--- config.mk ---
export PLATFORM = sky130hd
export DESIGN_NAME = rrjs_cmd_fifo
export DESIGN_NICKNAME = d
export VERILOG_FILES = /design/src/hdl/rrjs_pkg.sv /design/src/hdl/rrjs_cmd_fifo.sv
export SDC_FILE = /design/constraint.sdc
export NUM_CORES = 1
export LEC_CHECK = 0
export ABC_AREA = 1
export BUFFER_PORTS_ARGS = -buffer_cell sky130_fd_sc_hd__buf_2
export CAP_MARGIN = 40
export CORE_ASPECT_RATIO = 1.1
export CORE_MARGIN = 10
export CORE_UTILIZATION = 35
export DETAILED_ROUTE_END_ITERATION = 6
export PLACE_DENSITY_LB_ADDON = 0.3
export SETUP_SLACK_MARGIN = 0.15
export SYNTH_ARGS = -nofsm -noshare
export SYNTH_HDL_FRONTEND = slang
export SYNTH_SLANG_ARGS = --single-unit
--- constraint.sdc ---
create_clock -name clk -period 2.8 [get_ports clk]
set_clock_uncertainty 0.1 [all_clocks]
set_input_delay 0.14 -clock clk [delete_from_list [all_inputs] [get_ports clk]]
set_output_delay 0.14 -clock clk [all_outputs]
set_load 0.02 [all_outputs]
--- src/hdl/rrjs_pkg.sv ---
// Shared types, constants and helpers of the round-robin job scheduler.
`timescale 1ns / 1ps
package rrjs_pkg;

	// Job queue geometry
	localparam int QUEUE_DEPTH = 256;
	localparam int PTR_W       = $clog2(QUEUE_DEPTH);
	localparam int CNT_W       = $clog2(QUEUE_DEPTH + 1);

	// Command queue between front and back
	localparam int CMDQ_DEPTH  = 2;
	localparam int CMDQ_PTR_W  = $clog2(CMDQ_DEPTH);
	localparam int CMDQ_CNT_W  = $clog2(CMDQ_DEPTH + 1);

	// Field widths
	localparam int ID_W    = 16;
	localparam int TIME_W  = 16;
	localparam int QUANT_W = 8;

	localparam logic [QUANT_W-1:0] QUANTUM_RESET = QUANT_W'(50);

	// Operation codes on the op port
	localparam logic OP_ADD  = 1'b0;
	localparam logic OP_TICK = 1'b1;

	typedef enum logic [1:0] {
		ADD_QUEUED   = 2'd0,
		ADD_REJECTED = 2'd1,
		ADD_RETIRED  = 2'd2,
		ADD_NONE     = 2'd3
	} add_status_t;

	// Command kinds decided by the front
	typedef enum logic [1:0] {
		CMD_ADD      = 2'd0,
		CMD_ADD_ZERO = 2'd1,
		CMD_TICK     = 2'd2
	} cmd_kind_t;

	typedef struct packed {
		cmd_kind_t         kind;
		logic [ID_W-1:0]   id;
		logic [TIME_W-1:0] jtime;
	} cmd_t;

	// Advance a circular queue pointer
	function automatic logic [PTR_W-1:0] next_slot(input logic [PTR_W-1:0] p);
		logic [PTR_W-1:0] r;
		if (p == PTR_W'(QUEUE_DEPTH - 1)) r = '0;
		else r = p + 1'b1;
		return r;
	endfunction

endpackage

--- src/hdl/rrjs_cmd_fifo.sv ---
// Short command queue that decouples the front from the back.
`timescale 1ns / 1ps
module rrjs_cmd_fifo (
	input  logic           clk,
	input  logic           arst_n,
	input  logic           push,
	input  rrjs_pkg::cmd_t cmd_in,
	input  logic           pop,
	output logic           full,
	output logic           empty,
	output rrjs_pkg::cmd_t cmd_out
);
	import rrjs_pkg::*;

	cmd_t                  slot_q [CMDQ_DEPTH];
	logic [CMDQ_PTR_W-1:0] wr_ptr_q;
	logic [CMDQ_PTR_W-1:0] rd_ptr_q;
	logic [CMDQ_CNT_W-1:0] cnt_q;

	function automatic logic [CMDQ_PTR_W-1:0] bump(input logic [CMDQ_PTR_W-1:0] p);
		logic [CMDQ_PTR_W-1:0] r;
		if (p == CMDQ_PTR_W'(CMDQ_DEPTH - 1)) r = '0;
		else r = p + 1'b1;
		return r;
	endfunction

	assign full    = (cnt_q == CMDQ_CNT_W'(CMDQ_DEPTH));
	assign empty   = (cnt_q == '0);
	assign cmd_out = slot_q[rd_ptr_q];

	// Store pushed beats
	always_ff @(posedge clk) begin
		if (push) begin
			slot_q[wr_ptr_q] <= cmd_in;
		end
	end

	// Advance pointers and fill count
	always_ff @(posedge clk or negedge arst_n) begin
		if (!arst_n) begin
			wr_ptr_q <= '0;
			rd_ptr_q <= '0;
			cnt_q    <= '0;
		end else begin
			if (push) wr_ptr_q <= bump(wr_ptr_q);
			if (pop)  rd_ptr_q <= bump(rd_ptr_q);
			if (push && !pop) cnt_q <= cnt_q + 1'b1;
			else if (pop && !push) cnt_q <= cnt_q - 1'b1;
		end
	end
endmodule

==> flow_summary.yaml <==
status:
  status: "completed"
clock_network:
  cts-buffers-inserted: 9
  h-tree-depth: 3
  cts_tree: "done"
  clock-sinks: 72
  post-cts-setup-buffers: 0
  path_clk_slew_ns: 0.07
  insertion_delay_ns: 0.33
  ctsLongestPathBuffers: 2
  root_buffer: "clkbuf_8"
global_route:
  grt_util_all_layers: 0.09516
  grt_busiest_layer: "met2"
  gr-usage-met1: 0.09951
  use_met3: 0.04287
  antenna_found_initial: 0
  grt_use_met2: 0.1573
  grt_pass1_wl_um: 8880
  grt_max_degree: 23
  grt-ovfl-total: 0
  grt_pass1_vias: 1728
synth:
  syn_nets: 170
  synth_seq_cells: 72
  netlist_instances: 131
  netlist_area_um2: 2811
  yosysSeqAreaShare: 0.7619
  synth_cell_types: 14
  yosysWarningCount: 0
  synth.avg_cell_area_um2: 21.46
cells_and_area:
  area_growth_syn_to_layout_pct: 36.76
  fillers: 675
  layout-drive-gt1-share: 0.4961
  antenna_cells: 0
  nNetsFinal: 292
  mostFrequentLayoutCells: "73 x buf_2, 68 x edfxtp_1, 37 x dlygate4sd3_1"
  final_common_cell: "buf_2"
critical_path:
  critPathCaptureType: "output port"
  reg2reg_depth: 2
  critPathArrivalTime_ns: 2.01
  max_stage_delay_ns: 0.75
  crit_required_ns: 2.56
  slowest_stage: "dfrtp_2"
  critPathMaxFanout: 20
  critPathKind: "reg -> out"
  start_kind: "register"
  crit_path_cell_trace: "buf_4 > mux2_4 > buf_2"
floorplan:
  start_util: 0.3572
  boundaryPins: 74
  dieWidth_um: 105.5
  die_area_um2: 12020
  die_y_um: 114
  core_um2: 7870
  num_rows: 34
worst_hold_path:
  hold_class: "in -> async"
pwr:
  p_leak_nw: 1.583
  powerDensity_nw_per_um2: 933.3
  irDropWorstVdd_v: 0.0004317
sta:
  hold_viol: 0
  clock.fmax_mhz: 444.3
  rsz0062_at_grt: "false"
  final_max_slew_viol_count: 0
  whs_ns: 0.05285
  setup_violations: 0
  worstMarginPinSlew_ns: 0.6925
  setup-tns-final_ns: 0
  post-route-period-util: 0.8038
  period_needed_ns: 2.251
  relSlewSlack: 0.5372
route:
  vias: 1524
  wl_um: 5500
  dr.pass1.iters: 4
  drt_iter0_markers: 50
  postRouteAntennaNets: 0
  via_per_inst: 4.164
  avgRoutedWirePerCell_um: 15.03
  drc_errors: 0
placement:
  gp_congestion: 0.6619
  place_hpwl_um: 3770
  port_buffers: 73
run:
  cap_violations: 0
[worst paths after layout]
kind	startpoint	endpoint	slack, ns
setup reg to reg	wr_ptr_q$_DFFE_PN0P_	slot_q[0][11]$_DFFE_PP_	1.11
max in group asynchronous	arst_n	rd_ptr_q$_DFFE_PN0P_	2.41
hold reg to reg	cnt_q[1]$_DFFE_PN0P_	cnt_q[1]$_DFFE_PN0P_	0.40
hold / removal	arst_n	wr_ptr_q$_DFFE_PN0P_	0.05
setup / recovery	rd_ptr_q$_DFFE_PN0P_	cmd_out[3]	0.55
min in group clk	cnt_q[1]$_DFFE_PN0P_	cnt_q[1]$_DFFE_PN0P_	0.40
[stage by stage]
step | instance area (µm²) | worst slack [ns] | util | cells | power [W]
finish | 3845 | 0.5494 | 0.4886 | 366 | 0.003588
global route | 3845 | 0.4111 | 0.4886 | 366 | 0.003801
CTS | 3845 | 0.4717 | 0.4886 | 366 | 0.003671
detailed placement | 3287 | 0.8659 | 0.4176 | 313 | 0.002839
global placement | 3287 | 0.8800 | 0.4176 | 313 | 0.002819
floorplan | 2811 | 0.4272 | - | 131 | 0.002531
[flip-flops by register name, indices dropped and copies added, names as in the netlist]
| name | flops |
|---|---|
| wr_ptr_q | 1 |
| slot_q | 68 |
| rd_ptr_q | 1 |
| cnt_q | 2 |
[Yosys cell counts]
cell,instances,area (µm²)
nand4_1,1,6.260
buf_12,3,60.06
xor2_1,2,17.52
edfxtp_1,68,2042
nand3_1,1,5.000
mux2_4,29,435.4
inv_1,7,26.28
buf_6,1,11.26
mux2_2,5,56.30
ha_1,1,12.51
dfrtp_1,4,100.1
nand2_1,5,18.77
xnor2_1,1,8.760
nor2_1,3,11.26
[critical path, delay by kind of cell, from the launching register on]
kind,cells,cell delay [ns]
flip-flops,1,0.75
buffers and inverters,2,0.57
multiplexers,1,0.33
[kinds of logic (layout without fill, tap and decap cells)]
group,after synthesis,after routing,share of synthesized area
XOR/XNOR,3,3,0.009348
buffers and inverters,11,138,0.03472
flip-flops,72,72,0.7619
adder cells (fa/ha/maj),1,1,0.004450
multiplexers,34,34,0.1749
AND/OR/NAND/NOR,10,10,0.01469
[repair_timing]
item / CTS / global route
hold buffers: 37 / 0
resized for setup: 0 / 0
hold endpoints to repair: 74 / 0
[area by class of cell]
type	instances	area, µm²	share of cell area
well taps	108	135.1	0.03514
inverters	7	26.28	0.006834
repair buffers	115	773.2	0.2011
clock inverters	6	60.06	0.01562
clock buffers	10	127.6	0.03319
multi-input cells	48	579.3	0.1507
flip-flops and latches	72	2143	0.5574
[power by group]
part / switching, W / leakage (nW) / internal, W
combinational: 0.000655 / 0.805 / 0.000586
sequential: 0.000138 / 0.684 / 0.00143
clock: 0.000369 / 0.0937 / 0.000407
[per-layer routing]
metal | vias to the layer above | routed length [µm]
li1 | 738 | -
met5 | - | 0
met3 | 8 | 473
met2 | 56 | 2802
met1 | 722 | 2152
met4 | 0 | 72
No activity file was read; power rests on OpenSTA's default activity.
